==> src/rtl/cpuop0_pkg.sv <==
// Shared types, constants and decode helpers for the opcode row 0 execute block.
package cpuop0_pkg;

   // Opcodes 0x00 to 0x0F
   typedef enum logic [3:0] {
      OP_NOP      = 4'h0,
      OP_LD_BC_NN = 4'h1,
      OP_LD_MBC_A = 4'h2,
      OP_INC_BC   = 4'h3,
      OP_INC_B    = 4'h4,
      OP_DEC_B    = 4'h5,
      OP_LD_B_N   = 4'h6,
      OP_RLCA     = 4'h7,
      OP_LD_MNN_SP = 4'h8,
      OP_ADD_HL_BC = 4'h9,
      OP_LD_A_MBC = 4'hA,
      OP_DEC_BC   = 4'hB,
      OP_INC_C    = 4'hC,
      OP_DEC_C    = 4'hD,
      OP_LD_C_N   = 4'hE,
      OP_RRCA     = 4'hF
   } op_type;

   // Memory write request codes
   localparam logic [1:0] WK_NONE = 2'd0;
   localparam logic [1:0] WK_BYTE = 2'd1;
   localparam logic [1:0] WK_WORD = 2'd2;

   // Flag bit positions
   localparam int FLAG_Z = 3;
   localparam int FLAG_N = 2;
   localparam int FLAG_H = 1;
   localparam int FLAG_C = 0;

   // Register reset values
   localparam logic [7:0]  RESET_A     = 8'h01;
   localparam logic [3:0]  RESET_FLAGS = 4'hB;
   localparam logic [7:0]  RESET_B     = 8'h00;
   localparam logic [7:0]  RESET_C     = 8'h13;
   localparam logic [7:0]  RESET_H     = 8'h01;
   localparam logic [7:0]  RESET_L     = 8'h4D;
   localparam logic [15:0] RESET_SP    = 16'hFFFE;

   // Front-to-back queue
   localparam int QUEUE_DEPTH = 2;
   localparam int QPTR_W      = (QUEUE_DEPTH > 1) ? $clog2(QUEUE_DEPTH) : 1;
   localparam int QCNT_W      = $clog2(QUEUE_DEPTH + 1);

   // One decoded instruction as it travels through the queue
   typedef struct packed {
      op_type      op;
      logic [15:0] imm;
      logic [7:0]  load_data;
      logic [4:0]  cycles;
   } item_type;

   typedef struct packed {
      logic full;
      logic empty;
   } q_status_type;

   function automatic logic [4:0] op_cycles(input op_type op);
      logic [4:0] c;
      case (op)
         OP_LD_BC_NN:  c = 5'd12;
         OP_LD_MNN_SP: c = 5'd20;
         OP_LD_MBC_A, OP_INC_BC, OP_LD_B_N, OP_ADD_HL_BC,
         OP_LD_A_MBC, OP_DEC_BC, OP_LD_C_N: c = 5'd8;
         default:      c = 5'd4;
      endcase
      return c;
   endfunction

endpackage

==> src/rtl/cpuop0_front.sv <==
// Front end: accepts request beats, decodes them and pushes them into the queue.
module cpuop0_front (
   input  logic                    req_valid,
   output logic                    req_stall,
   input  logic [3:0]              req_operation,
   input  logic [15:0]             req_immediate,
   input  logic [7:0]              req_load_data,
   input  cpuop0_pkg::q_status_type q_stat,
   output logic                    push,
   output cpuop0_pkg::item_type    push_item
);
   import cpuop0_pkg::*;

   op_type op;

   always_comb begin
      op                  = op_type'(req_operation);
      req_stall           = q_stat.full;
      push                = req_valid && !q_stat.full;
      push_item.op        = op;
      push_item.imm       = req_immediate;
      push_item.load_data = req_load_data;
      push_item.cycles    = op_cycles(op);
   end

endmodule

==> src/rtl/cpuop0_queue.sv <==
// Short FIFO that decouples the decode front end from the execute back end.
module cpuop0_queue (
   input  logic                     clock,
   input  logic                     reset,
   input  logic                     push,
   input  cpuop0_pkg::item_type     push_item,
   input  logic                     pop,
   output cpuop0_pkg::item_type     pop_item,
   output cpuop0_pkg::q_status_type q_stat
);
   import cpuop0_pkg::*;

   localparam logic [QPTR_W-1:0] LAST_PTR = QPTR_W'(QUEUE_DEPTH - 1);
   localparam logic [QCNT_W-1:0] FULL_CNT = QCNT_W'(QUEUE_DEPTH);

   item_type            mem_ff [QUEUE_DEPTH];
   logic [QPTR_W-1:0]   wr_ptr_ff, wr_ptr_in;
   logic [QPTR_W-1:0]   rd_ptr_ff, rd_ptr_in;
   logic [QCNT_W-1:0]   count_ff,  count_in;
   logic                do_push, do_pop;

   always_comb begin
      q_stat.full  = (count_ff == FULL_CNT);
      q_stat.empty = (count_ff == '0);
      do_push      = push && !q_stat.full;
      do_pop       = pop && !q_stat.empty;
      pop_item     = mem_ff[rd_ptr_ff];

      wr_ptr_in = wr_ptr_ff;
      if (do_push) begin
         wr_ptr_in = (wr_ptr_ff == LAST_PTR) ? '0 : wr_ptr_ff + 1'b1;
      end
      rd_ptr_in = rd_ptr_ff;
      if (do_pop) begin
         rd_ptr_in = (rd_ptr_ff == LAST_PTR) ? '0 : rd_ptr_ff + 1'b1;
      end
      count_in = count_ff;
      if (do_push && !do_pop) begin
         count_in = count_ff + 1'b1;
      end else if (do_pop && !do_push) begin
         count_in = count_ff - 1'b1;
      end
   end

   always_ff @(posedge clock) begin
      if (reset) begin
         wr_ptr_ff <= '0;
         rd_ptr_ff <= '0;
         count_ff  <= '0;
      end else begin
         wr_ptr_ff <= wr_ptr_in;
         rd_ptr_ff <= rd_ptr_in;
         count_ff  <= count_in;
      end
   end

   always_ff @(posedge clock) begin
      if (do_push) begin
         mem_ff[wr_ptr_ff] <= push_item;
      end
   end

endmodule

==> src/rtl/cpuop0_back.sv <==
// Back end: register file, flag logic, stack pointer register and response register.
module cpuop0_back (
   input  logic                     clock,
   input  logic                     reset,
   input  logic                     csr_write_enable,
   input  logic [15:0]              csr_write_data,
   input  cpuop0_pkg::q_status_type q_stat,
   input  cpuop0_pkg::item_type     pop_item,
   output logic                     pop,
   output logic                     rsp_valid,
   input  logic                     rsp_stall,
   output logic [1:0]               rsp_write_kind,
   output logic [15:0]              rsp_write_address,
   output logic [15:0]              rsp_write_data,
   output logic [4:0]               rsp_cycle_count,
   output logic [7:0]               rsp_out_a,
   output logic [7:0]               rsp_out_b,
   output logic [7:0]               rsp_out_c,
   output logic [7:0]               rsp_out_h,
   output logic [7:0]               rsp_out_l,
   output logic [3:0]               rsp_out_flags
);
   import cpuop0_pkg::*;

   // architectural state
   logic [7:0]  a_ff, a_in, b_ff, b_in, c_ff, c_in, h_ff, h_in, l_ff, l_in;
   logic [3:0]  flags_ff, flags_in;
   logic [15:0] sp_ff;

   // response register
   logic        rsp_valid_ff, rsp_valid_in;
   logic [1:0]  wkind_ff, wkind_in;
   logic [15:0] waddr_ff, waddr_in, wdata_ff, wdata_in;
   logic [4:0]  cycles_ff;

   logic [15:0] bc, hl, bc_step;
   logic [16:0] hl_sum;
   logic [12:0] low_sum;
   logic [7:0]  r_src, r_inc, r_dec;
   logic        is_c_reg;

   always_comb begin
      pop = !q_stat.empty && (!rsp_valid_ff || !rsp_stall);

      bc      = {b_ff, c_ff};
      hl      = {h_ff, l_ff};
      hl_sum  = {1'b0, hl} + {1'b0, bc};
      low_sum = {1'b0, hl[11:0]} + {1'b0, bc[11:0]};
      bc_step = (pop_item.op == OP_INC_BC) ? bc + 16'd1 : bc - 16'd1;

      is_c_reg = (pop_item.op == OP_INC_C) || (pop_item.op == OP_DEC_C);
      r_src    = is_c_reg ? c_ff : b_ff;
      r_inc    = r_src + 8'd1;
      r_dec    = r_src - 8'd1;

      a_in = a_ff;  b_in = b_ff;  c_in = c_ff;
      h_in = h_ff;  l_in = l_ff;  flags_in = flags_ff;
      wkind_in = WK_NONE;
      waddr_in = '0;
      wdata_in = '0;

      case (pop_item.op)
         OP_NOP: begin
         end
         OP_LD_BC_NN: begin
            b_in = pop_item.imm[15:8];
            c_in = pop_item.imm[7:0];
         end
         OP_LD_MBC_A: begin
            wkind_in = WK_BYTE;
            waddr_in = bc;
            wdata_in = {8'h00, a_ff};
         end
         OP_INC_BC, OP_DEC_BC: begin
            b_in = bc_step[15:8];
            c_in = bc_step[7:0];
         end
         OP_INC_B, OP_INC_C: begin
            if (is_c_reg) begin
               c_in = r_inc;
            end else begin
               b_in = r_inc;
            end
            flags_in[FLAG_Z] = (r_inc == 8'h00);
            flags_in[FLAG_N] = 1'b0;
            flags_in[FLAG_H] = (r_src[3:0] == 4'hF);
         end
         OP_DEC_B, OP_DEC_C: begin
            if (is_c_reg) begin
               c_in = r_dec;
            end else begin
               b_in = r_dec;
            end
            flags_in[FLAG_Z] = (r_dec == 8'h00);
            flags_in[FLAG_N] = 1'b1;
            flags_in[FLAG_H] = (r_src[3:0] == 4'h0);
         end
         OP_LD_B_N: b_in = pop_item.imm[7:0];
         OP_LD_C_N: c_in = pop_item.imm[7:0];
         OP_RLCA: begin
            a_in     = {a_ff[6:0], a_ff[7]};
            flags_in = {3'b000, a_ff[7]};
         end
         OP_RRCA: begin
            a_in     = {a_ff[0], a_ff[7:1]};
            flags_in = {3'b000, a_ff[0]};
         end
         OP_LD_MNN_SP: begin
            wkind_in = WK_WORD;
            waddr_in = pop_item.imm;
            wdata_in = sp_ff;
         end
         OP_ADD_HL_BC: begin
            h_in             = hl_sum[15:8];
            l_in             = hl_sum[7:0];
            flags_in[FLAG_N] = 1'b0;
            flags_in[FLAG_H] = low_sum[12];
            flags_in[FLAG_C] = hl_sum[16];
         end
         OP_LD_A_MBC: a_in = pop_item.load_data;
         default: begin
         end
      endcase

      rsp_valid_in = rsp_valid_ff;
      if (pop) begin
         rsp_valid_in = 1'b1;
      end else if (!rsp_stall) begin
         rsp_valid_in = 1'b0;
      end
   end

   always_ff @(posedge clock) begin
      if (reset) begin
         a_ff         <= RESET_A;
         b_ff         <= RESET_B;
         c_ff         <= RESET_C;
         h_ff         <= RESET_H;
         l_ff         <= RESET_L;
         flags_ff     <= RESET_FLAGS;
         sp_ff        <= RESET_SP;
         rsp_valid_ff <= 1'b0;
      end else begin
         if (pop) begin
            a_ff     <= a_in;
            b_ff     <= b_in;
            c_ff     <= c_in;
            h_ff     <= h_in;
            l_ff     <= l_in;
            flags_ff <= flags_in;
         end
         if (csr_write_enable) begin
            sp_ff <= csr_write_data;
         end
         rsp_valid_ff <= rsp_valid_in;
      end
   end

   // response payload, loaded only when a beat moves in
   always_ff @(posedge clock) begin
      if (pop) begin
         wkind_ff  <= wkind_in;
         waddr_ff  <= waddr_in;
         wdata_ff  <= wdata_in;
         cycles_ff <= pop_item.cycles;
      end
   end

   assign rsp_valid         = rsp_valid_ff;
   assign rsp_write_kind    = wkind_ff;
   assign rsp_write_address = waddr_ff;
   assign rsp_write_data    = wdata_ff;
   assign rsp_cycle_count   = cycles_ff;
   assign rsp_out_a         = a_ff;
   assign rsp_out_b         = b_ff;
   assign rsp_out_c         = c_ff;
   assign rsp_out_h         = h_ff;
   assign rsp_out_l         = l_ff;
   assign rsp_out_flags     = flags_ff;

endmodule

==> src/rtl/cpu_opcode_row0_execute.sv <==
// Path: an accepted request beat goes through the queue into the response register, then out.
// Throughput: one instruction per cycle unless stalled; a two-entry queue sits between decode
//   and execute, which retires one queued instruction each cycle the response register frees.
// Reset (synchronous, active high): queue and response register empty, A=01 F=B B=00 C=13
//   H=01 L=4D, stack pointer FFFE.
// Snapshot registers come straight from the register file, which updates only on a pop.
module cpu_opcode_row0_execute (
   input  logic        clock,
   input  logic        reset,
   // config port: stack pointer
   input  logic        csr_write_enable,
   input  logic [15:0] csr_write_data,
   // request channel
   input  logic        req_valid,
   output logic        req_stall,
   input  logic [3:0]  req_operation,
   input  logic [15:0] req_immediate,
   input  logic [7:0]  req_load_data,
   // response channel
   output logic        rsp_valid,
   input  logic        rsp_stall,
   output logic [1:0]  rsp_write_kind,
   output logic [15:0] rsp_write_address,
   output logic [15:0] rsp_write_data,
   output logic [4:0]  rsp_cycle_count,
   output logic [7:0]  rsp_out_a,
   output logic [7:0]  rsp_out_b,
   output logic [7:0]  rsp_out_c,
   output logic [7:0]  rsp_out_h,
   output logic [7:0]  rsp_out_l,
   output logic [3:0]  rsp_out_flags
);
   import cpuop0_pkg::*;

   q_status_type q_stat;
   item_type     push_item;
   item_type     pop_item;
   logic         push;
   logic         pop;

   // decode: stalls only when the queue is full, never on the response side directly
   cpuop0_front u_front (
      .req_valid     (req_valid),
      .req_stall     (req_stall),
      .req_operation (req_operation),
      .req_immediate (req_immediate),
      .req_load_data (req_load_data),
      .q_stat        (q_stat),
      .push          (push),
      .push_item     (push_item)
   );

   // two-deep decoupling queue
   cpuop0_queue u_queue (
      .clock     (clock),
      .reset     (reset),
      .push      (push),
      .push_item (push_item),
      .pop       (pop),
      .pop_item  (pop_item),
      .q_stat    (q_stat)
   );

   // execute: pops when the response register is empty or being drained
   cpuop0_back u_back (
      .clock             (clock),
      .reset             (reset),
      .csr_write_enable  (csr_write_enable),
      .csr_write_data    (csr_write_data),
      .q_stat            (q_stat),
      .pop_item          (pop_item),
      .pop               (pop),
      .rsp_valid         (rsp_valid),
      .rsp_stall         (rsp_stall),
      .rsp_write_kind    (rsp_write_kind),
      .rsp_write_address (rsp_write_address),
      .rsp_write_data    (rsp_write_data),
      .rsp_cycle_count   (rsp_cycle_count),
      .rsp_out_a         (rsp_out_a),
      .rsp_out_b         (rsp_out_b),
      .rsp_out_c         (rsp_out_c),
      .rsp_out_h         (rsp_out_h),
      .rsp_out_l         (rsp_out_l),
      .rsp_out_flags     (rsp_out_flags)
   );

`ifndef SYNTH
   // queue status is never full and empty at once
   a_q_status: assert property (@(posedge clock) disable iff (reset)
      !(q_stat.full && q_stat.empty))
      else $error("queue reports full and empty");

   // a full queue must hold off the request side
   a_full_stalls: assert property (@(posedge clock) disable iff (reset)
      q_stat.full |-> req_stall)
      else $error("request not stalled with full queue");

   // a queued instruction with a free response slot shows up next cycle
   a_drain: assert property (@(posedge clock) disable iff (reset)
      (!q_stat.empty && (!rsp_valid || !rsp_stall)) |=> rsp_valid)
      else $error("queued instruction not delivered");

   // pops only happen into a free response slot
   a_pop_slot: assert property (@(posedge clock) disable iff (reset)
      pop |-> (!q_stat.empty && (!rsp_valid || !rsp_stall)))
      else $error("pop without free response slot");
`endif

endmodule

==> config.mk <==
export PLATFORM = sky130hd
export DESIGN_NAME = cpu_opcode_row0_execute
export DESIGN_NICKNAME = d
export VERILOG_FILES = /design/src/rtl/cpuop0_pkg.sv /design/src/rtl/cpuop0_front.sv /design/src/rtl/cpuop0_queue.sv /design/src/rtl/cpuop0_back.sv /design/src/rtl/cpu_opcode_row0_execute.sv
export SDC_FILE = /design/constraint.sdc
export NUM_CORES = 1
export LEC_CHECK = 0
export BUFFER_PORTS_ARGS = -buffer_cell sky130_fd_sc_hd__buf_2
export CELL_PAD_IN_SITES_DETAIL_PLACEMENT = 0
export CELL_PAD_IN_SITES_GLOBAL_PLACEMENT = 2
export CORE_UTILIZATION = 31
export CTS_CLUSTER_DIAMETER = 200
export DETAILED_ROUTE_END_ITERATION = 8
export HOLD_SLACK_MARGIN = 0.15
export PLACE_DENSITY_LB_ADDON = 0.1
export SETUP_SLACK_MARGIN = 0.5
export SLEW_MARGIN = 5
export SYNTH_ARGS = -nofsm -noshare
export SYNTH_HDL_FRONTEND = slang
export SYNTH_SLANG_ARGS = --single-unit
==> constraint.sdc <==
create_clock -name clock -period 11.2 [get_ports clock]
set_clock_uncertainty 0.15 [all_clocks]
set_input_delay 1.12 -clock clock [delete_from_list [all_inputs] [get_ports clock]]
set_output_delay 1.12 -clock clock [all_outputs]
set_load 0.005 [all_outputs]
# After elaboration in Yosys (flattened, before gate mapping)
# Memories as Yosys holds them, arrays and structs flattened. A register that Yosys moved wholly into a read port is not among the register bits.
# Cells that the tools add are included.
dict set report totals {
  register_bits 104
  latchBits 0
  mem_bits_rw 66
  mem_bits_ro 48
  output_inout_bits 85
  wordCells 113
  memories 2
}
dict set report op_classes {
  add_sub_neg 10
  n_mul 0
  n_div 0
  order_cmp 0
  n_eq_ne 22
  shift 0
  mux 25
  bitwise 0
  reduce_logical 37
}
# name depth word_bits rd rd_ports_with_merged_regs wr line
set memory_table {}
lappend memory_table {u_queue.mem_ff 2 33 1 1 1 cpuop0_queue.sv:16} ;# item_type mem_ff [QUEUE_DEPTH];
lappend memory_table {{(no name shown)} 16 3 1 0 0 cpuop0_pkg.sv:64} ;# case (op)
# cell count
set ops {}
lappend ops {{16-bit case mux with 2 select lines} 2}
lappend ops {{8-bit 2-to-1 mux} 5}
lappend ops {{8-bit case mux with 5 select lines} 1}
lappend ops {{4-bit == test (second input constant)} 9}
lappend ops {{8-bit case mux with 4 select lines} 1}
lappend ops {{8-bit case mux with 3 select lines} 1}
lappend ops {{16-bit by 16-bit adder with 17-bit output} 1}
lappend ops {{16-bit by 1-bit adder with 16-bit output (second input constant)} 1}
lappend ops {{4-bit by 3-bit == test with 1-bit output (second input constant)} 4}
lappend ops {{8-bit logical NOT} 2}
lappend ops {{16-bit 2-to-1 mux} 1}
lappend ops {{16-bit by 1-bit subtractor with 16-bit output (second input constant)} 1}
lappend ops {{12-bit by 12-bit adder with 13-bit output} 1}
lappend ops {{2-bit AND reduction} 5}
lappend ops {{2-bit OR reduction} 5}
lappend ops {{3-bit nonzero test} 3}
lappend ops {{8-bit by 1-bit adder with 8-bit output (second input constant)} 1}
lappend ops {{4-bit by 2-bit == test with 1-bit output (second input constant)} 2}
lappend ops {{1-bit 2-to-1 mux} 8}
lappend ops {{2-bit case mux with 4 select lines} 1}
lappend ops {{4-bit AND reduction} 2}
lappend ops {{4-bit nonzero test} 2}
lappend ops {{8-bit by 1-bit subtractor with 8-bit output (second input constant)} 1}
lappend ops {{1-bit logical AND} 6}
lappend ops {{other kinds (16)} 28}

# Logic depth before layout (Yosys ltp)
# Gate-level depths: netlist of the first run.
dict set report logic_depth {
  depth_word 8
  mapped_depth 14
  depth_no_buf 11
}

# Cells and area by module
# Synthesis of the first run repeated with hierarchy kept, for this count alone.
dict set report hier_totals {
  hier_cells 875
  area_unflattened_um2 9216.3
}
# module instances cells_per_inst area_each_um2 seq_area_each_um2
set by_module_without_submodules {}
lappend by_module_without_submodules {cpuop0_back 1 709 6337.3 2392.3}
lappend by_module_without_submodules {cpuop0_queue 1 128 2591.2 2082.0}
lappend by_module_without_submodules {cpuop0_front 1 38 287.8 0.0}

# Worst setup path after synthesis of the first run
# No wires, ideal clock.
dict set report synth_timing {
  path_kind {flip-flop to flip-flop}
  startpoint {register with a tool-made name}
  endpoint {register u_back.b_ff[4] (netlist: u_back.rsp_out_b[4])}
  setup_ns 0.062
  arrival_ns 3.295
  t_required_ns 10.988
  setup_slack_ns 7.693
  stages_incl_launch_ff 13
  n_path_buf 2
  period_less_slack_ns 3.507
  path_cell_list {dfxtp_1 > buf_6 > mux2_2 > buf_2 > nor3_2 > nand2_1 > ha_1 > a21oi_1 > and4_1 > o31a_1 > o21ai_0 > or4b_1 > nand3_1}
}
# element line
set synth_rtl {}
lappend synth_rtl {{to (signal assigned)} cpuop0_back.sv:146} ;# b_ff <= b_in;
lappend synth_rtl {{to (decl)} cpuop0_back.sv:26} ;# logic [7:0] a_ff, a_in, b_ff, b_in, c_ff, c_in, h_ff, h_in, l_ff, l_in;

==> results of run 1 <==
-- metrics by stage --
step,std cells,hold slack (ns),instance area (um^2),utilization (%),setup slack (ns)
floorplan,918,0.283,9280,-,7.69
global placement,1387,0.293,10200,35.1,6.70
detailed placement,1387,0.300,10200,35.1,6.66
CTS,1419,0.319,10800,37.2,6.65
global route,1419,0.346,10800,37.2,6.28
finish,1419,0.319,10800,37.2,6.65
-- layout by cell type (no fill, tap or decap), types with 5 or more instances in the layout --
master and instances:
inv_8 5, nand2_1 91, o211ai_1 17, or3_1 10, buf_2 131, nor4_1 8
ha_1 36, a22o_1 9, xor2_1 15, a211oi_1 21, nor2_1 52, and4_1 5
a211o_1 6, o21ai_0 51, mux2i_1 47, buf_4 13, a311oi_1 9, nand3_1 34
o21bai_1 5, a31oi_1 9, o31ai_1 11, o21a_1 7, edfxtp_1 99, inv_1 17
a221oi_1 10, a21oi_1 56, dfxtp_1 65, and3_1 20, xnor2_1 18, clkbuf_16 17
nor3_1 23, mux2_2 7, nor2_2 5, nand4_1 8, a21o_1 6
-- power by group through the flow --
stage / registers (W) / clock network (W) / logic (W)
6_report: 0.000960 / 0.000617 / 0.00143
5_1_grt: 0.000974 / 0.000654 / 0.00158
4_1_cts: 0.000961 / 0.000633 / 0.00143
3_5_place_dp: 0.000973 / 0 / 0.00142
3_3_place_gp: 0.000976 / 0 / 0.00144
2_1_floorplan: 0.000901 / 0 / 0.00102
-- flip-flops by register name (all words and copies together), names as in the netlist, 2 cells and up, named ones only --
signal and count:
u_queue.mem_ff 62, u_back.rsp_write_address 16, u_back.rsp_write_data 16, u_back.sp_ff 16, u_back.rsp_out_a 8, u_back.rsp_out_b 8
u_back.rsp_out_c 8, u_back.rsp_out_h 8, u_back.rsp_out_l 8, u_back.rsp_out_flags 4, u_back.rsp_cycle_count 3, u_back.rsp_write_kind 2
u_queue.count_ff 2
-- final cells by class --
cell class	instances	area, um^2	share of cell area (%)
inverters	20	75.1	0.693
flip-flops and latches	165	4300	39.6
repair buffers	144	753	6.95
multi-input cells	674	4620	42.6
well taps	384	480	4.43
clock inverters	15	189	1.74
clock buffers	17	425	3.93
-- worst reg2reg max path, cell delays in order (launching register included) --
cell and delay (ns):
dfxtp_2 0.32, buf_4 0.59, mux2_2 0.56, nor3_2 0.39, nand2_1 0.49, ha_1 0.52
o21ai_0 0.26, o2bb2ai_1 0.20, o31a_1 0.26, o21ai_0 0.16, or4b_1 0.52, nand3_1 0.09
-- worst paths after layout --
path                            cells after the start                   to             start
worst min register to register                      2     u_back.sp_ff[12]  u_back.sp_ff[12]
worst max register to register                     11  u_back.rsp_out_b[4]          register
worst min-delay path                                2     u_back.sp_ff[12]  u_back.sp_ff[12]
worst max-delay path                               11  u_back.rsp_out_b[4]          register
-- cell families (layout without fill, tap and decap cells) --
logic type                 after synthesis  after routing
buffers and inverters                   79            196
xor gates and xnor gates                33             33
muxes                                   60             60
AOI/OAI and AO/OA                      253            253
DFF                                    165            165
and+or+nand+nor                        288            288
adders and majority gates               38             38
other                                    1              2
-- layer usage --
| layer | wire length (um) | share of wire (%) | global-route usage [%] |
|---|---|---|---|
| met5 | 0 | 0 | 0 |
| met4 | 465 | 1.5 | 5.11 |
| met3 | 1090 | 3.6 | 2.63 |
| met2 | 14200 | 47 | 32.3 |
| met1 | 14600 | 48 | 27.5 |
==> impl_metrics.json, run 1 <==
{
  "crit_slowest_cell": "buf_4",
  "place.port_buffers": 131,
  "timing.critical_path.required_ns": 11.43,
  "replace_congestion": 0.849,
  "power_switching_w": 0.00134,
  "maxCapViolations": 0,
  "crit_path_cell_trace": "buf_4 -> mux2_2 -> nor3_2 -> nand2_1 -> ha_1 -> o21ai_0 -> o2bb2ai_1 -> o31a_1 -> o21ai_0 -> or4b_1 -> nand3_1",
  "outcome": "finished, final reports clean",
  "finalSetupTns_ns": 0,
  "hpwlAfterDp_um": 21300,
  "criticalPathCategory": "reg2reg",
  "clock_power_share_pct": 20.5,
  "flow.area_growth_from_synthesis_pct": 16.8,
  "setup_viol_count_final": 0,
  "worst_path_most_repeated_cell": "o21ai_0",
  "yosysTopAreaCell": "edfxtp_1",
  "num-fill-cells": 2955,
  "synthesis.instances": 917,
  "synth.top_cells.by_count": "edfxtp_1 (99), nand2_1 (91), dfxtp_1 (66)",
  "synth_sequential_area_ratio_pct": 46.3,
  "netlist_area_before_placement_um2": 9280,
  "detailed_route_drc_error_count": 0,
  "muxShareOfSynthArea_pct": 7.22,
  "post_cts.resized_instances": 0,
  "vias_per_cell": 5.39,
  "avg_inst_size_synth_um2": 10.1,
  "worstSkewPairLatency_ns": 0.44,
  "post-synth-top-count-cell": "edfxtp_1",
  "main_combinational_cell_family_by_area_after_synthesis": "compound AO/OA/AOI/OAI gates",
  "seq_power_share_pct": 31.9,
  "grt_start_max_net_pins": 47,
  "worst-slew-pin-transition_ns": 1.09,
  "effective_utilization_at_floorplan_pct": 31.9,
  "yosys_warnings": 0,
  "tritoncts_num_sinks": 165,
  "floorplan.rows": 62,
  "dr_total_vias": 7644,
  "slew-limit-headroom_pct": 27.3,
  "synth-edff-count": 99,
  "cts_setup_buffers": 0,
  "synth.top_cell.area_share_pct": 32.0,
  "maxClockFrequency_mhz": 220,
  "clk_pin_slew_ns": 0.08,
  "pin_count": 134,
  "period_share_pct": 40.6,
  "final-max-slew-violation-count": 0,
  "nNetsFinal": 1109,
  "cts_max_path_buffers": 2,
  "antennaDiodeCount": 0,
  "critical_path_arrival_ns": 4.78,
  "synth-adder-area-share_pct": 5.29,
  "leakagePower_nw": 4.20,
  "ys_ff_latch": 165,
  "synth_cell_types": 81,
  "ff2ff_setup_slack_ns": 6.65,
  "fp.coreArea_um2": 29100,
  "post_synth_and_or_nand_nor_area_fraction_pct": 15.7,
  "main_area_contributors_after_synthesis": "edfxtp_1 (32%), dfxtp_1 (14%), mux2i_1 (5.1%), ha_1 (4.9%), nand2_1 (3.7%)",
  "wire_per_inst_um": 21.4,
  "power.total_w": 0.00300,
  "rsz_0062_raised_after_global_routing": "false",
  "synth_xor_xnor_area_share_pct": 3.12,
  "share_of_final_layout_standard_cells_stronger_than_drive_strength_1_pct": 20.3,
  "timing.critical_path.from_type": "register",
  "synthesized_area_fraction_occupied_by_ao_oa_aoi_and_oai_cells_pct": 18.4,
  "fin_crit_ns": 4.55,
  "floorplan.die_area_um2": 30600,
  "hold_path_class": "reg2reg",
  "htree_num_levels": 4,
  "clockRootBuffer": "clkbuf_16",
  "cts_made_buffers": 17,
  "power.share.switching_pct": 44.7,
  "power.share.combinational_pct": 47.5,
  "initialDrtViolationCount": 511,
  "vdd_ir_drop_max_mv": 0.152,
  "grt_pass1_vias": 7367,
  "timing.critical_path.max_delay_family": "simple AND/OR/NAND/NOR gates",
  "cp_slowest_stage_delay_ns": 0.59,
  "die_x_um": 175,
  "wl_um": 30300,
  "initial_antenna_violation_count": 0,
  "global_route.usage.total_pct": 19.8,
  "die_height_um": 175,
  "end_kind": "register",
  "report.final.hold_viol_count": 0,
  "grt_pass1_wl_um": 45700,
  "timing.critical_path.fanout_max": 44,
  "dr.pass1.iters": 7,
  "cts.hold.buffers_added": 0,
  "final_global_route_overflow_total": 0,
  "synth_async_sr_flop_share_pct": 0,
  "worst-path-buf-inv": 1,
  "synth-main-ff-cell": "edfxtp_1",
  "route.antenna.remaining_nets": 0,
  "tritoncts": "done",
  "internal_power_w": 0.00166,
  "power.density_nw_per_um2": 277
}
Power figures use the tool's default switching activity.
==> run 2, diff against run 1 <==
ABC_AREA = 1   (was default)
clock period = 4.1 ns   (was 11.2 ns; I/O delays follow)
==> impl_metrics.json, run 2 <==
{
  "worstSkewPairLatency_ns": 0.44,
  "post-synth-top-count-cell": "nand2_1",
  "share_of_final_layout_standard_cells_stronger_than_drive_strength_1_pct": 19.1,
  "power_switching_w": 0.00436,
  "regMostFlops": "u_queue.mem_ff",
  "layout_commonest_cell": "nand2_1",
  "synth_xor_xnor_area_share_pct": 1.18,
  "die_x_um": 171,
  "hold_path_class": "in2reg",
  "synth.top_cells.by_count": "nand2_1 (239), inv_1 (102), edfxtp_1 (99)",
  "synth_cell_types": 53,
  "final-max-slew-violation-count": 0,
  "main_area_contributors_after_synthesis": "edfxtp_1 (33%), dfxtp_1 (15%), nand2_1 (10%), ha_1 (5.1%), a21oi_1 (4.3%)",
  "nNetsFinal": 1307,
  "fp.coreArea_um2": 28000,
  "place.port_buffers": 131,
  "final_cell_mix": "nand2_1 (239), buf_2 (131), inv_1 (102)",
  "pin_count": 134,
  "critical_path_arrival_ns": 3.45,
  "period_share_pct": 80.5,
  "dr_total_vias": 7910,
  "yosys_warnings": 0,
  "replace_congestion": 0.885,
  "htree_num_levels": 4,
  "final_global_route_overflow_total": 0,
  "dr.pass1.iters": 5,
  "die_height_um": 171,
  "yosysTopAreaCell": "edfxtp_1",
  "outcome": "finished, final reports clean",
  "floorplan.rows": 61,
  "synth_async_sr_flop_share_pct": 0,
  "report.final.hold_viol_count": 0,
  "wl_um": 29800,
  "tritoncts": "done",
  "floorplan.die_area_um2": 29400,
  "synthesis.instances": 1042,
  "clock_power_share_pct": 18.1,
  "finalSetupTns_ns": 0,
  "synth_sequential_area_ratio_pct": 48.3,
  "post_synth_and_or_nand_nor_area_fraction_pct": 22.7,
  "largest_reg_flops": 62,
  "avg_inst_size_synth_um2": 8.53,
  "slew-limit-headroom_pct": 42.6,
  "global_route.usage.total_pct": 20.8,
  "maxCapViolations": 0,
  "synthesized_area_fraction_occupied_by_ao_oa_aoi_and_oai_cells_pct": 15.2,
  "route.antenna.remaining_nets": 0,
  "power.share.combinational_pct": 52.8,
  "muxShareOfSynthArea_pct": 0.563,
  "vdd_ir_drop_max_mv": 0.262,
  "netlist_area_before_placement_um2": 8890,
  "setup_viol_count_final": 0,
  "seq_power_share_pct": 29.1,
  "initial_antenna_violation_count": 0,
  "timing.critical_path.fanout_max": 22,
  "grt_start_max_net_pins": 44,
  "tritoncts_num_sinks": 165,
  "holdWs_ns": 0.285,
  "end_kind": "register",
  "power.share.switching_pct": 48.5,
  "detailed_route_drc_error_count": 0,
  "maxClockFrequency_mhz": 303,
  "leakagePower_nw": 4.82,
  "wire_per_inst_um": 18.5,
  "power.density_nw_per_um2": 817,
  "synth-edff-count": 99,
  "grt_pass1_vias": 7667,
  "grt_pass1_wl_um": 45300,
  "main_combinational_cell_family_by_area_after_synthesis": "simple AND/OR/NAND/NOR gates",
  "timing.critical_path.from_type": "register",
  "timing.critical_path.required_ns": 4.25,
  "cts_setup_buffers": 0,
  "vias_per_cell": 4.91,
  "ff2ff_setup_slack_ns": 0.80,
  "cts_max_path_buffers": 2,
  "criticalPathCategory": "reg2reg",
  "synth-adder-area-share_pct": 5.52,
  "initialDrtViolationCount": 468,
  "antennaDiodeCount": 0,
  "clk_pin_slew_ns": 0.08,
  "internal_power_w": 0.00462,
  "flow.area_growth_from_synthesis_pct": 23.7,
  "worst-slew-pin-transition_ns": 0.852,
  "cts_made_buffers": 17,
  "fin_crit_ns": 3.30,
  "clockRootBuffer": "clkbuf_16",
  "synth.top_cell.area_share_pct": 33.4,
  "effective_utilization_at_floorplan_pct": 31.7,
  "rsz_0062_raised_after_global_routing": "false",
  "ys_ff_latch": 165,
  "hpwlAfterDp_um": 22000,
  "synth-main-ff-cell": "edfxtp_1",
  "num-fill-cells": 2922
}
[run 2: changes by cell type after synthesis, moves of 20 or more]
cell	previous run	this run
mux2i_1	47	5
o21ai_0	51	73
inv_1	17	102
a21oi_1	56	77
and3_1	20	0
nand3_1	34	75
nand2_1	91	239
[run 2: per-layer routing]
metal	share of wire (%)	GRT usage (%)	wire length [um]	up-vias
li1	-	-	-	3944
met1	50	29.6	14900	3773
met2	46	33.6	13700	180
met3	3.4	3.01	1010	13
met4	0.68	4.04	203	0
met5	0	0	0	-
[run 2: worst paths after layout]
kind,start,depth (start not counted),end
max,register,18,u_back.rsp_out_b[4]
min,csr_write_enable,2,u_back.sp_ff[8]
max reg2reg,register,18,u_back.rsp_out_b[4]
min reg2reg,u_queue.rd_ptr_ff,1,u_queue.rd_ptr_ff
[run 2: power groups by stage]
stage | Clock, W | Combinational [W] | Sequential (W)
after floorplan | 0 | 0.00314 | 0.00254
after global placement | 0 | 0.00475 | 0.00265
after detailed placement | 0 | 0.00468 | 0.00266
after CTS | 0.00167 | 0.00474 | 0.00262
after global routing | 0.00175 | 0.00529 | 0.00267
final | 0.00163 | 0.00474 | 0.00261
[run 2: layout make-up]
type                    instances  area [um^2]  share of cell area [%]
clock inverters                15          160                    1.46
repair buffers                187         1190                    10.8
well taps                     378          473                    4.30
multi-input cells             736         4030                    36.6
clock buffers                  17          425                    3.87
inverters                     113          427                    3.88
flip-flops and latches        165         4290                    39.0
[run 2: repair_timing]
item,CTS,global route
hold buffers,45,0
gates resized for setup,0,1
setup endpoints to repair,0,3
hold endpoints to repair,73,0
[run 2: critical path, stage by stage (launching register included)]
cell and delay [ns]:
dfxtp_1 0.41, buf_6 0.23, nand2_1 0.12, nand2_4 0.19, nor2_2 0.09, nand2_1 0.07, buf_4 0.25, inv_1 0.09
fa_1 0.42, inv_1 0.09, nand3_1 0.07, nand2_1 0.15, nand4_1 0.11, nand3_1 0.16, a21boi_0 0.10, o21ai_0 0.12
nand4_1 0.18, nand2_1 0.10, a21oi_1 0.06
[run 2: cells by family (layout without fill, tap and decap cells)]
logic type,after synthesis,count (layout)
mux,5,5
simple gates,451,451
xor+xnor,12,12
buf+inv,142,332
flops,165,165
compound gates,228,228
fa+ha+maj,38,38
other cells,1,2
[run 2: through the flow]
stage / instance area, um^2 / total power, W / utilization (%) / setup WS, ns / std cells
after floorplan: 8890 / 0.00568 / - / 1.22 / 1043
after global placement: 9960 / 0.00740 / 35.6 / 0.739 / 1534
after detailed placement: 9960 / 0.00734 / 35.6 / 0.728 / 1534
after CTS: 11000 / 0.00903 / 39.3 / 0.728 / 1611
after global routing: 11000 / 0.00971 / 39.3 / 0.503 / 1611
final: 11000 / 0.00898 / 39.3 / 0.799 / 1611
==> run 3, diff against run 2 <==
ABC_AREA = 0   (was 1)
clock period = 3.31 ns   (was 4.1 ns; I/O delays follow)
==> impl_metrics.json, run 3 (synthesis results as in run 1) <==
{
  "worstSkewPairLatency_ns": 0.43,
  "setup_viol_count_final": 0,
  "power.share.switching_pct": 43.6,
  "finalSetupTns_ns": 0,
  "grt_pass1_vias": 8000,
  "maxCapViolations": 0,
  "replace_congestion": 0.894,
  "hold_start": "req_valid",
  "tritoncts_num_sinks": 165,
  "grt_pass1_wl_um": 49600,
  "worst-path-buf-inv": 1,
  "nNetsFinal": 1237,
  "timing.critical_path.fanout_max": 4,
  "vias_per_cell": 5.32,
  "crit_path_cell_trace": "mux2_4 -> nor3_4 -> buf_6 -> nand2_8 -> ha_4 -> a21oi_4 -> and4_1 -> o31a_1 -> o21ai_2 -> or4b_1 -> nand3_1",
  "share_of_final_layout_standard_cells_stronger_than_drive_strength_1_pct": 31.1,
  "final_cell_mix": "buf_2 (131), edfxtp_1 (99), nand2_1 (86)",
  "cp_slowest_stage_delay_ns": 0.52,
  "die_x_um": 175,
  "timing.critical_path.max_delay_family": "simple AND/OR/NAND/NOR gates",
  "clock_power_share_pct": 17.6,
  "maxClockFrequency_mhz": 329,
  "outcome": "finished, final reports clean",
  "power.share.combinational_pct": 55.2,
  "clockRootBuffer": "clkbuf_16",
  "die_height_um": 175,
  "pin_count": 134,
  "floorplan.rows": 62,
  "tritoncts": "done",
  "report.final.hold_viol_count": 0,
  "clk_pin_slew_ns": 0.08,
  "global_route.usage.total_pct": 21.4,
  "final_global_route_overflow_total": 0,
  "cts_max_path_buffers": 2,
  "place.port_buffers": 131,
  "rsz_0062_raised_after_global_routing": "true",
  "r2r.worst_path.cells": 11,
  "hold_path_endpoint": "u_queue.wr_ptr_ff",
  "hpwlAfterDp_um": 23100,
  "wl_um": 33200,
  "wire_per_inst_um": 21.4,
  "crit_slowest_cell": "or4b_1",
  "dr_total_vias": 8230,
  "cts_made_buffers": 17,
  "worst-slew-pin-transition_ns": 0.786,
  "timing.critical_path.required_ns": 3.53,
  "ff2ff_setup_slack_ns": 0.27,
  "dr.pass1.iters": 5,
  "internal_power_w": 0.00646,
  "detailed_route_drc_error_count": 0,
  "power_switching_w": 0.00500,
  "initial_antenna_violation_count": 0,
  "end_kind": "register",
  "floorplan.die_area_um2": 30600,
  "vdd_ir_drop_max_mv": 0.389,
  "final-max-slew-violation-count": 0,
  "worst_hold_path.num_cells": 4,
  "effective_utilization_at_floorplan_pct": 31.9,
  "htree_num_levels": 4,
  "fin_crit_ns": 3.04,
  "slew-limit-headroom_pct": 47.5,
  "antennaDiodeCount": 0,
  "flow.area_growth_from_synthesis_pct": 34.8,
  "regMostFlops": "u_queue.mem_ff",
  "largest_reg_flops": 62,
  "power.density_nw_per_um2": 916,
  "hold_path_class": "in2reg",
  "route.antenna.remaining_nets": 0,
  "layout_commonest_cell": "buf_2",
  "fp.coreArea_um2": 29100,
  "power.total_w": 0.0115,
  "leakagePower_nw": 4.92,
  "regToRegEndpoint": "u_back.rsp_out_b[4]",
  "grt_start_max_net_pins": 32,
  "initialDrtViolationCount": 688,
  "criticalPathCategory": "reg2reg",
  "placement.cell_area_um2": 10700,
  "seq_power_share_pct": 27.2,
  "post-route-cell-area_um2": 12500,
  "period_share_pct": 91.7,
  "critical_path_arrival_ns": 3.26,
  "timing.critical_path.from_type": "register"
}
==> run 3: per-layer routing <==
layer  share of wire, %  global-route usage, %
met4                1.8                   5.98
met5                  0                      0
met2                 47                   34.5
met3                4.3                   2.57
met1                 47                   30.2
==> run 3: area by class of cell <==
cell class                      count  area (um^2)
Inverter                           20         77.6
Clock buffer                       17          425
Timing Repair Buffer              269         1870
Multi-Input combinational cell    677         5180
Tap cell                          384          480
Fill cell                        2867        16600
Sequential cell                   165         4300
Clock inverter                     15          174
==> run 3: power groups by stage <==
| stage | Combinational [W] | Clock [W] | Sequential (W) |
|---|---|---|---|
| finish | 0.00633 | 0.00202 | 0.00312 |
| CTS | 0.00598 | 0.00208 | 0.00311 |
| global route | 0.00682 | 0.00216 | 0.00316 |
| global placement | 0.00553 | 0 | 0.00314 |
| detailed placement | 0.00547 | 0 | 0.00314 |
| floorplan | 0.00363 | 0 | 0.00306 |
==> run 3: per-stage QoR <==
stage                     instances  worst slack, ns  utilization [%]  hold WS (ns)
after floorplan                 918            0.185                -         0.280
after global placement         1431            0.165             36.9         0.294
after detailed placement       1431            0.120             36.9         0.300
after CTS                      1530            0.293             41.9         0.166
after global routing           1547            0.142             43.0         0.202
final                          1547            0.274             43.0         0.183
==> run 3: worst max-delay path by stage <==
stage | end | depth (start not counted) | slack (ns) | start
3_5_place_dp | u_back.rsp_out_c[6] | 11 | 0.12 | register
2_1_floorplan | u_back.rsp_out_b[6] | 14 | 0.18 | register
3_3_place_gp | u_back.rsp_out_c[6] | 11 | 0.16 | register
5_1_grt | u_back.rsp_out_b[7] | 11 | 0.14 | u_queue.mem_ff[0][31]
4_1_cts | u_back.rsp_out_b[6] | 13 | 0.29 | register
6_report | u_back.rsp_out_b[4] | 11 | 0.27 | register
==> run 3: what timing repair did <==
action / CTS / global route
buffers inserted: 20 / 15
endpoints found under the hold margin: 77 / 0
setup endpoints to repair: 16 / 48
pin swaps: 30 / 25
hold buffers: 45 / 0
resized for setup: 40 / 45
gates cloned: 2 / 2
==> run 3: worst min-delay path, cell delays in order <==
cell     delay (ns)
buf_2          0.10
nand2_1        0.13
xor2_1         0.09
nor2_1         0.08
